[src/design/sasc_pkg.sv]
// ----------------------------------------------------------------------------
// sasc_pkg: shared constants and codes of the spike classifier
// Field widths, configuration register indexes, result kinds and reject codes.
// ----------------------------------------------------------------------------
`default_nettype none

package sasc_pkg;

    // Default widths for the top-level parameters
    localparam int TIME_BITS_DEF   = 48;
    localparam int SAMPLE_BITS_DEF = 16;

    // Fixed field widths
    localparam int CHANNEL_W = 8;
    localparam int UNIT_W    = 3;
    localparam int WORD_W    = 16;
    localparam int KIND_W    = 2;
    localparam int REJ_W     = 2;
    localparam int CMD_W     = 1;

    // Snippet sample groups used by the shape check
    localparam int N_EARLY = 5;
    localparam int N_LATE  = 2;

    // Configuration registers
    localparam int BLANK_W    = 12;
    localparam int WINDOW_W   = 12;
    localparam int PRE_W      = 6;
    localparam int MASK_W     = 16;
    localparam int CFG_IDX_W  = 2;
    localparam int CFG_DATA_W = 16;

    localparam logic [CFG_IDX_W-1:0] CFG_BLANK_TICKS  = 2'd0;
    localparam logic [CFG_IDX_W-1:0] CFG_WINDOW_TICKS = 2'd1;
    localparam logic [CFG_IDX_W-1:0] CFG_PRE_TICKS    = 2'd2;
    localparam logic [CFG_IDX_W-1:0] CFG_SYNC_MASK    = 2'd3;

    localparam logic [BLANK_W-1:0]  BLANK_RST  = 12'd30;
    localparam logic [WINDOW_W-1:0] WINDOW_RST = 12'd180;
    localparam logic [PRE_W-1:0]    PRE_RST    = 6'd11;
    localparam logic [MASK_W-1:0]   MASK_RST   = 16'd0;

    // Item kinds on the input side
    localparam logic [CMD_W-1:0] CMD_SPIKE   = 1'b0;
    localparam logic [CMD_W-1:0] CMD_DIGITAL = 1'b1;

    // Digital event counter saturates here
    localparam logic [1:0] DIG_COUNT_SAT = 2'd2;

    typedef enum logic [KIND_W-1:0] {
        KIND_ACCEPT  = 2'd0,
        KIND_REJECT  = 2'd1,
        KIND_SYNC    = 2'd2,
        KIND_DIGITAL = 2'd3
    } t_kind;

    typedef enum logic [REJ_W-1:0] {
        REJ_NONE      = 2'd0,
        REJ_PRIMARY   = 2'd1,
        REJ_SECONDARY = 2'd2
    } t_reject;

endpackage

`default_nettype wire

[src/design/sasc_shape_check.sv]
// ----------------------------------------------------------------------------
// sasc_shape_check: snippet shape test for secondary artifacts
// Passes when the truncated mean of the early samples is strictly greater
// than the truncated mean of the two late samples. No divider: the test
// trunc(early_sum / N) > m is rewritten as a compare against a bound on k = m + 1.
// ----------------------------------------------------------------------------
`default_nettype none

module sasc_shape_check #(
    parameter int SAMPLE_BITS = sasc_pkg::SAMPLE_BITS_DEF
) (
    input  logic signed [SAMPLE_BITS-1:0] i_early [sasc_pkg::N_EARLY],
    input  logic signed [SAMPLE_BITS-1:0] i_late  [sasc_pkg::N_LATE],
    output logic                          o_shape_ok
);

    localparam int CW = SAMPLE_BITS + 4;

    logic signed [CW-1:0] early_sum;
    logic signed [CW-1:0] late_sum;
    logic signed [CW-1:0] late_adj;
    logic signed [CW-1:0] late_mean;
    logic signed [CW-1:0] k_val;
    logic signed [CW-1:0] k_scaled;
    logic signed [CW-1:0] bound;

    always_comb begin
        early_sum = '0;
        for (int i = 0; i < sasc_pkg::N_EARLY; i++) begin
            early_sum = early_sum + CW'(i_early[i]);
        end
        late_sum = '0;
        for (int j = 0; j < sasc_pkg::N_LATE; j++) begin
            late_sum = late_sum + CW'(i_late[j]);
        end
        // truncate toward zero: bias negative sums by one before the shift
        late_adj  = late_sum + {{(CW-1){1'b0}}, late_sum[CW-1]};
        late_mean = late_adj >>> 1;
        k_val     = late_mean + CW'(1);
        k_scaled  = CW'(k_val * CW'(sasc_pkg::N_EARLY));
        // positive k needs early_sum >= N*k, otherwise early_sum >= N*k - (N-1)
        if (k_val > 0) begin
            bound = k_scaled;
        end else begin
            bound = k_scaled - CW'(sasc_pkg::N_EARLY - 1);
        end
        o_shape_ok = (early_sum >= bound);
    end

endmodule

`default_nettype wire

[src/design/stim_artifact_spike_classifier_core.sv]
// ----------------------------------------------------------------------------
// stim_artifact_spike_classifier_core: stimulus artifact spike classifier
// Classifies spikes against the last stimulus sync time and turns digital
// input words into sync and digital edge events.
// ----------------------------------------------------------------------------
// Usage:
//   Slave stream i_s_*: one item per handshake, tuser selects spike (0) or
//   digital word (1); tdata carries time, channel, unit, snippet samples and
//   the digital word. Master stream o_m_*: result items, tuser is the kind,
//   tlast marks the final result of an input item.
//   A spike gives exactly one result; a digital word gives zero, one (sync or
//   digital) or two (sync, then digital) results.
//   An accepted item is held in the input register; its first result moves
//   into the output register, which drives o_m_*, once that is free.
//   Throughput: one item per cycle while the output is not stalled; a digital
//   word with two results holds its second result in the pending register,
//   and the next item waits in the input register until that result moves up.
//   The input register holds one item while the output register waits, so a
//   new item is taken while a result stalls; when both are full, o_s_tready
//   drops until the receiver takes the result.
//   Configuration writes through i_cfg_* take effect at the next edge; the user
//   must make them only while the block is idle; the block does not enforce this.
//   Reset (synchronous, active low) empties the input, output and pending
//   registers, loads the default register values and clears the artifact
//   time and digital edge state.
// ----------------------------------------------------------------------------
`default_nettype none

module stim_artifact_spike_classifier_core #(
    parameter int TIME_BITS   = sasc_pkg::TIME_BITS_DEF,
    parameter int SAMPLE_BITS = sasc_pkg::SAMPLE_BITS_DEF
) (
    input  logic i_clk,
    input  logic i_rst_n,

    // configuration write port
    input  logic                             i_cfg_wr_en,
    input  logic [sasc_pkg::CFG_IDX_W-1:0]   i_cfg_index,
    input  logic [sasc_pkg::CFG_DATA_W-1:0]  i_cfg_wdata,

    // input items
    input  logic i_s_tvalid,
    output logic o_s_tready,
    // tdata, lowest bit up: event_time, channel, unit, early_sample_0..4,
    // late_sample_10, late_sample_11, dig_word, zero fill
    input  logic [((TIME_BITS + sasc_pkg::CHANNEL_W + sasc_pkg::UNIT_W
                    + (sasc_pkg::N_EARLY + sasc_pkg::N_LATE) * SAMPLE_BITS
                    + sasc_pkg::WORD_W + 7) / 8) * 8 - 1:0] i_s_tdata,
    // tuser: cmd
    input  logic [sasc_pkg::CMD_W-1:0] i_s_tuser,

    // result items
    output logic o_m_tvalid,
    input  logic i_m_tready,
    // tdata, lowest bit up: reject_type, out_time, out_channel, out_unit,
    // out_word, zero fill
    output logic [((sasc_pkg::REJ_W + TIME_BITS + sasc_pkg::CHANNEL_W
                    + sasc_pkg::UNIT_W + sasc_pkg::WORD_W + 7) / 8) * 8 - 1:0] o_m_tdata,
    // tuser: kind
    output logic [sasc_pkg::KIND_W-1:0] o_m_tuser,
    output logic                        o_m_tlast
);

    localparam int CH_W   = sasc_pkg::CHANNEL_W;
    localparam int UN_W   = sasc_pkg::UNIT_W;
    localparam int WD_W   = sasc_pkg::WORD_W;
    localparam int NE     = sasc_pkg::N_EARLY;
    localparam int NL     = sasc_pkg::N_LATE;
    localparam int BL_W   = sasc_pkg::BLANK_W;
    localparam int OFF_CH    = TIME_BITS;
    localparam int OFF_UNIT  = OFF_CH + CH_W;
    localparam int OFF_EARLY = OFF_UNIT + UN_W;
    localparam int OFF_LATE  = OFF_EARLY + NE * SAMPLE_BITS;
    localparam int OFF_WORD  = OFF_LATE + NL * SAMPLE_BITS;
    localparam int OUT_W = ((sasc_pkg::REJ_W + TIME_BITS + CH_W + UN_W + WD_W + 7) / 8) * 8;
    localparam int D_W   = BL_W + 2;

    typedef struct packed {
        logic [sasc_pkg::CMD_W-1:0]            cmd;
        logic [TIME_BITS-1:0]                  event_time;
        logic [CH_W-1:0]                       channel;
        logic [UN_W-1:0]                       unit;
        logic [NE-1:0][SAMPLE_BITS-1:0]        early;
        logic [NL-1:0][SAMPLE_BITS-1:0]        late;
        logic [WD_W-1:0]                       dig_word;
    } t_item;

    typedef struct packed {
        sasc_pkg::t_kind   kind;
        sasc_pkg::t_reject rej;
        logic [TIME_BITS-1:0] out_time;
        logic [CH_W-1:0]      channel;
        logic [UN_W-1:0]      unit;
        logic [WD_W-1:0]      word;
        logic                 last;
    } t_result;

    // configuration
    logic [sasc_pkg::BLANK_W-1:0]  r_blank_ticks;
    logic [sasc_pkg::WINDOW_W-1:0] r_window_ticks;
    logic [sasc_pkg::PRE_W-1:0]    r_pre_ticks;
    logic [sasc_pkg::MASK_W-1:0]   r_sync_mask;

    // classifier state
    logic [TIME_BITS-1:0] r_artifact_time;
    logic [WD_W-1:0]      r_prev_raw;
    logic [WD_W-1:0]      r_prev_edge;
    logic [1:0]           r_dig_count;

    // pipeline
    logic    r_s1_valid;
    t_item   r_s1;
    t_item   n_s1;
    logic    r_out_valid;
    t_result r_out;
    logic    r_pend_valid;
    t_result r_pend;

    logic adv;
    logic out_free;
    logic s_accept;

    // spike offset
    logic [TIME_BITS:0]      diff;
    logic                    near;
    logic signed [D_W-1:0]   d_off;
    logic                    pos;
    logic                    primary;
    logic                    secondary;
    logic                    shape_ok;
    logic signed [SAMPLE_BITS-1:0] early_s [NE];
    logic signed [SAMPLE_BITS-1:0] late_s  [NL];

    // digital edge logic
    logic [WD_W-1:0] risen;
    logic [WD_W-1:0] risen_clr;
    logic            stim;
    logic            dig_ev;
    logic            is_spike;

    t_result res_a;
    t_result res_b;
    logic    two_res;
    logic    any_res;

    // ------------------------------------------------------------------
    // Input unpacking and handshake
    // ------------------------------------------------------------------
    always_comb begin
        n_s1.cmd        = i_s_tuser;
        n_s1.event_time = i_s_tdata[0 +: TIME_BITS];
        n_s1.channel    = i_s_tdata[OFF_CH +: CH_W];
        n_s1.unit       = i_s_tdata[OFF_UNIT +: UN_W];
        for (int i = 0; i < NE; i++) begin
            n_s1.early[i] = i_s_tdata[OFF_EARLY + i * SAMPLE_BITS +: SAMPLE_BITS];
        end
        for (int j = 0; j < NL; j++) begin
            n_s1.late[j] = i_s_tdata[OFF_LATE + j * SAMPLE_BITS +: SAMPLE_BITS];
        end
        n_s1.dig_word   = i_s_tdata[OFF_WORD +: WD_W];
    end

    assign out_free   = !r_out_valid || i_m_tready;
    // a pending second result must drain before the next item moves on
    assign adv        = r_s1_valid && out_free && !r_pend_valid;
    assign o_s_tready = !r_s1_valid || adv;
    assign s_accept   = i_s_tvalid && o_s_tready;

    // ------------------------------------------------------------------
    // Spike classification
    // ------------------------------------------------------------------
    always_comb begin
        for (int i = 0; i < NE; i++) begin
            early_s[i] = signed'(r_s1.early[i]);
        end
        for (int j = 0; j < NL; j++) begin
            late_s[j] = signed'(r_s1.late[j]);
        end
    end

    sasc_shape_check #(
        .SAMPLE_BITS (SAMPLE_BITS)
    ) u_shape (
        .i_early    (early_s),
        .i_late     (late_s),
        .o_shape_ok (shape_ok)
    );

    always_comb begin
        diff = {1'b0, r_s1.event_time} - {1'b0, r_artifact_time};
        // offsets outside a small signed range never reach either window
        near = (diff[TIME_BITS:BL_W] == '0) || (&diff[TIME_BITS:BL_W]);
        d_off = signed'({diff[BL_W], diff[BL_W:0]})
              + signed'({{(D_W - sasc_pkg::PRE_W){1'b0}}, r_pre_ticks});
        pos   = near && (d_off > 0);
        primary   = pos && (d_off <= signed'({2'b00, r_blank_ticks}));
        secondary = pos && !primary && (d_off < signed'({2'b00, r_window_ticks}))
                    && !shape_ok;
    end

    // ------------------------------------------------------------------
    // Digital edge events
    // ------------------------------------------------------------------
    always_comb begin
        risen     = r_s1.dig_word & ~r_prev_raw;
        stim      = |(risen & r_sync_mask);
        risen_clr = risen & ~r_sync_mask;
        dig_ev    = (risen_clr != r_prev_edge)
                    && ((r_dig_count == sasc_pkg::DIG_COUNT_SAT)
                        || (!stim && (r_s1.dig_word != r_prev_edge)));
    end

    assign is_spike = (r_s1.cmd == sasc_pkg::CMD_SPIKE);

    // ------------------------------------------------------------------
    // Result assembly
    // ------------------------------------------------------------------
    always_comb begin
        res_a.out_time = r_s1.event_time;
        res_a.channel  = r_s1.channel;
        res_b.kind     = sasc_pkg::KIND_DIGITAL;
        res_b.rej      = sasc_pkg::REJ_NONE;
        res_b.out_time = r_s1.event_time;
        res_b.channel  = r_s1.channel;
        res_b.unit     = '0;
        res_b.word     = r_s1.dig_word;
        res_b.last     = 1'b1;
        if (is_spike) begin
            res_a.unit = r_s1.unit;
            res_a.word = '0;
            res_a.last = 1'b1;
            if (primary) begin
                res_a.kind = sasc_pkg::KIND_REJECT;
                res_a.rej  = sasc_pkg::REJ_PRIMARY;
            end else if (secondary) begin
                res_a.kind = sasc_pkg::KIND_REJECT;
                res_a.rej  = sasc_pkg::REJ_SECONDARY;
            end else begin
                res_a.kind = sasc_pkg::KIND_ACCEPT;
                res_a.rej  = sasc_pkg::REJ_NONE;
            end
            two_res = 1'b0;
            any_res = 1'b1;
        end else begin
            res_a.unit = '0;
            res_a.word = r_s1.dig_word;
            res_a.rej  = sasc_pkg::REJ_NONE;
            res_a.kind = stim ? sasc_pkg::KIND_SYNC : sasc_pkg::KIND_DIGITAL;
            res_a.last = !(stim && dig_ev);
            two_res    = stim && dig_ev;
            any_res    = stim || dig_ev;
        end
    end

    // ------------------------------------------------------------------
    // Control and state registers
    // ------------------------------------------------------------------
    always_ff @(posedge i_clk) begin
        if (!i_rst_n) begin
            r_blank_ticks   <= sasc_pkg::BLANK_RST;
            r_window_ticks  <= sasc_pkg::WINDOW_RST;
            r_pre_ticks     <= sasc_pkg::PRE_RST;
            r_sync_mask     <= sasc_pkg::MASK_RST;
            r_artifact_time <= '0;
            r_prev_raw      <= '0;
            r_prev_edge     <= '0;
            r_dig_count     <= '0;
            r_s1_valid      <= 1'b0;
            r_out_valid     <= 1'b0;
            r_pend_valid    <= 1'b0;
        end else begin
            if (i_cfg_wr_en) begin
                case (i_cfg_index)
                    sasc_pkg::CFG_BLANK_TICKS: begin
                        r_blank_ticks  <= i_cfg_wdata[sasc_pkg::BLANK_W-1:0];
                    end
                    sasc_pkg::CFG_WINDOW_TICKS: begin
                        r_window_ticks <= i_cfg_wdata[sasc_pkg::WINDOW_W-1:0];
                    end
                    sasc_pkg::CFG_PRE_TICKS: begin
                        r_pre_ticks    <= i_cfg_wdata[sasc_pkg::PRE_W-1:0];
                    end
                    sasc_pkg::CFG_SYNC_MASK: begin
                        r_sync_mask    <= i_cfg_wdata[sasc_pkg::MASK_W-1:0];
                    end
                    default: ;
                endcase
            end

            if (s_accept) begin
                r_s1_valid <= 1'b1;
            end else if (adv) begin
                r_s1_valid <= 1'b0;
            end

            if (adv && !is_spike) begin
                r_prev_raw  <= r_s1.dig_word;
                r_prev_edge <= risen_clr;
                if (stim) begin
                    r_artifact_time <= r_s1.event_time;
                end
                if (r_dig_count != sasc_pkg::DIG_COUNT_SAT) begin
                    r_dig_count <= r_dig_count + 2'd1;
                end
            end

            if (adv) begin
                r_out_valid  <= any_res;
                r_pend_valid <= two_res;
            end else if (r_pend_valid && out_free) begin
                // move the second result of a digital word up
                r_out_valid  <= 1'b1;
                r_pend_valid <= 1'b0;
            end else if (i_m_tready) begin
                r_out_valid  <= 1'b0;
            end
        end
    end

    // payload registers
    always_ff @(posedge i_clk) begin
        if (s_accept) begin
            r_s1 <= n_s1;
        end
        if (adv) begin
            r_out  <= res_a;
            r_pend <= res_b;
        end else if (r_pend_valid && out_free) begin
            r_out  <= r_pend;
        end
    end

    // ------------------------------------------------------------------
    // Output packing
    // ------------------------------------------------------------------
    assign o_m_tvalid = r_out_valid;
    assign o_m_tuser  = r_out.kind;
    assign o_m_tlast  = r_out.last;
    assign o_m_tdata  = OUT_W'({r_out.word, r_out.unit, r_out.channel, r_out.out_time,
                                r_out.rej});

endmodule

`default_nettype wire

[config.mk]
export PLATFORM = sky130hd
export DESIGN_NAME = stim_artifact_spike_classifier_core
export DESIGN_NICKNAME = d
export VERILOG_FILES = /design/src/design/sasc_pkg.sv /design/src/design/sasc_shape_check.sv /design/src/design/stim_artifact_spike_classifier_core.sv
export SDC_FILE = /design/constraint.sdc
export NUM_CORES = 1
export LEC_CHECK = 0
export BUFFER_PORTS_ARGS = -buffer_cell sky130_fd_sc_hd__buf_2
export CAP_MARGIN = 10
export CORE_MARGIN = 2
export CORE_UTILIZATION = 54
export DETAILED_ROUTE_END_ITERATION = 12
export GPL_ROUTABILITY_DRIVEN = 0
export PLACE_DENSITY = 0.77
export SYNTH_ARGS = -nofsm -noshare
export SYNTH_HDL_FRONTEND = slang
export SYNTH_HIERARCHICAL = 1
export SYNTH_SLANG_ARGS = --single-unit
[constraint.sdc]
create_clock -name i_clk -period 8.39 [get_ports i_clk]
set_input_delay 1.678 -clock i_clk [delete_from_list [all_inputs] [get_ports i_clk]]
set_output_delay 1.678 -clock i_clk [all_outputs]
set_load 0.05 [all_outputs]
==> reports/results.ini <==
[route]
drc = 0
wire_per_inst_um = 17.3
drt_wl_total_um = 64900
drtIter0Drc = 1505
firstDrtPassIters = 8
ant_nets = 0
vias = 21400
vias_per_cell = 5.69

[yosys]
yosys_register_bits = 471
synth_area_per_cell_um2 = 10.4
syn_area_um2 = 27300
ys.flop_type = edfxtp_1
synth_edf_count = 340
yosysWarnings = 6
synth_cell_type_count = 103
syn_inst = 2612
ys_async_sr_fraction_pct = 0
ys_seq_area_share_pct = 47.1

[power]
pwr_density_cell_nw_per_um2 = 256
power.leakage_nw = 12.9
p_total_mw = 8.37
peakVddDrop_mv = 0.237

[critical_path]
endpoint_kind = flop
rrSetupSlack_ns = -0.12
slowest_delay_ns = 0.40
critical_path_arrival_ns = 8.97
critPathKind = flop to flop
start_kind = flop
path_max_fanout = 3
crit_slowest_cell = or3_4
required_ns = 8.84

[sta]
finalCritPeriodShare_pct = 101
worst_pin_slew_ns = 1.14
setup_viol = 1
timing.fmax_mhz = 117
skew_ns = 0.0373
finalWorstSetupSlack_ns = -0.123
period_minus_slack_ns = 8.51
rsz0062_at_grt = yes
slew_viol_final = 0
finalHoldViolations = 0
setup_tns_ns = -0.123
max-slew-margin-rel_pct = 23.7

[die]
core-area_um2 = 50000
die_w_um = 229
ioPinCount = 301
die_area_um2 = 52300
die_height_um = 229
rows = 82
initial_core_util_pct = 54.6

[finish]
design_area_um2 = 32700
syn2layout_area_growth_pct = 19.8
layout.nets = 3470
multi_input_area_um2 = 14000
layout-drive-gt1-share_pct = 22.5
n_fill_cell = 3874
final-seq-area_um2 = 12800
fin_cells = 3757

[placed_design]
dp.final_hpwl_um = 46800
dpl_worst_slack_ns = -0.809
port-buffer-count = 292
dpl_cell_area_um2 = 30300
placedCellCount = 3637

[global_routing]
first_global_vias = 21300
grt_max_degree = 133
grt_pass1_wl_um = 105000
overflow = 0
antenna_found_initial = 3
grt_usage_pct = 24.3

[clock_network]
cts_sinks = 471
clk_latency_ns = 0.62
cts_max_path_buffers = 3
root_buffer = clkbuf_16
cts_buffers = 49
cts_tree = built
path_clk_slew_ns = 0.06
htreeDepth = 2

[flow_run]
cap_violations = 0

[outcome]
status = finished, violations left
violations = setup timing

[worst_hold_path]
hold_path.class = flop to flop

==> Yosys cell counts, drive strengths merged, types with 6 or more instances <==
master	instances	area share, %
edfxtp	340	37
dfxtp	131	9.6
o211ai	18	0.50
or2	12	0.28
nor3b	22	0.62
nand4b	6	0.19
or4	9	0.26
nor2b	70	1.6
nand4	56	1.3
a21boi	80	2.2
ha	158	7.3
buf	38	0.84
a31o	6	0.19
nand2	457	6.3
xor2	57	1.8
nor4	30	0.93
or3	14	0.34
a31oi	10	0.23
o22ai	7	0.16
o21ai	86	1.6
fa	54	4.0
o21bai	12	0.33
a211oi	19	0.58
clkbuf	51	0.70
and2	23	0.54
nor2	103	1.4
nor3	49	0.98
o21a	23	0.63
and3	23	0.53
a21o	45	1.2
and4	9	0.29
nand3	41	0.77
nand3b	21	0.58
a21oi	115	2.2
o2111ai	10	0.32
mux2i	51	1.9
xnor2	105	3.5
a221o	6	0.22
inv	138	1.9
nand2b	18	0.41
==> per-stage QoR <==
step	util, %	hold slack [ns]
2_1_floorplan	-	0.426
3_3_place_gp	60.6	0.428
3_5_place_dp	60.6	0.434
5_1_grt	65.3	0.464
4_1_cts	64.8	0.449
6_report	65.4	0.448
==> worst max-delay path: cells and delay by family (launching register included) <==
family | cells | cell delay (ns)
and+or+nand+nor | 15 | 3.38
AOI/OAI and AO/OA | 11 | 1.85
adders and majority gates | 5 | 0.99
buffers and inverters | 7 | 0.81
xor gates and xnor gates | 4 | 0.67
DFF | 1 | 0.38
muxes | 1 | 0.29
==> placed cells by master, fill, tap and decap left out, types with 68 or more instances in the layout <==
master / instances
a21boi_0: 78
a21oi_1: 103
buf_2: 292
buf_4: 168
dfxtp_1: 131
edfxtp_1: 340
ha_1: 145
inv_1: 133
nand2_1: 450
nor2_1: 96
nor2b_1: 68
xnor2_1: 92
==> routing by layer <==
metal  track usage (%)  routed length (um)  vias up
met3              3.12                3350      185
met1              30.6               26900    10200
met4              8.82                2160        2
met2              43.0               32500      718
li1                  -                   -    10300
met5                 0                  16        -
==> worst paths after layout <==
check	cells after the start	to	start
setup / recovery	43	o_m_tuser[0]	late_s[16]
hold / removal	0	r_pend[26]	r_s1[137]
setup reg to reg	43	o_m_tuser[0]	late_s[16]
hold reg to reg	0	r_pend[26]	r_s1[137]
==> cell families (layout without fill, tap and decap cells) <==
group / Yosys count / count (layout) / share of synthesized area, %
mux: 54 / 54 / 2.00
xor+xnor: 162 / 162 / 5.32
compound gates: 506 / 506 / 13.0
simple gates: 978 / 978 / 17.9
buf+inv: 228 / 696 / 3.45
fa+ha+maj: 212 / 212 / 11.2
flops: 471 / 471 / 47.1
other cells: 1 / 6 / 0.0138
==> sequential cells by signal (all words and copies together) (netlist names), 12 cells and up <==
signal	flops
r_sync_mask	16
r_window_ticks	12
r_prev_raw	16
r_blank_ticks	12
r_artifact_time	48
o_m_tdata	77
r_prev_edge	16
late_s	32
r_s1	76
early_s	80
r_pend	72
==> layout make-up <==
cell class	instances	share of cell area, %
Clock buffer	61	4.05
Antenna cell	3	0.0230
Inverter	139	1.61
Clock inverter	30	0.985
Tap cell	672	2.58
Timing Repair Buffer	466	8.57
Sequential cell	471	39.3
Multi-Input combinational cell	1915	42.9
==> power breakdown <==
part           leakage [nW]  internal [mW]  switching (mW)
combinational          7.74           1.60            1.87
clock                 0.811           1.26           0.935
sequential             4.33           2.64          0.0666
total                  12.9           5.49            2.87
==> timing repair <==
item                       in CTS  in global routing
hold buffers                    0                  0
gates cloned                    0                  0
buffers inserted               18                 12
pin swaps                      57                 47
resized for setup              68                 35
setup endpoints to repair       2                  2
Power figures use the tool's default switching activity.
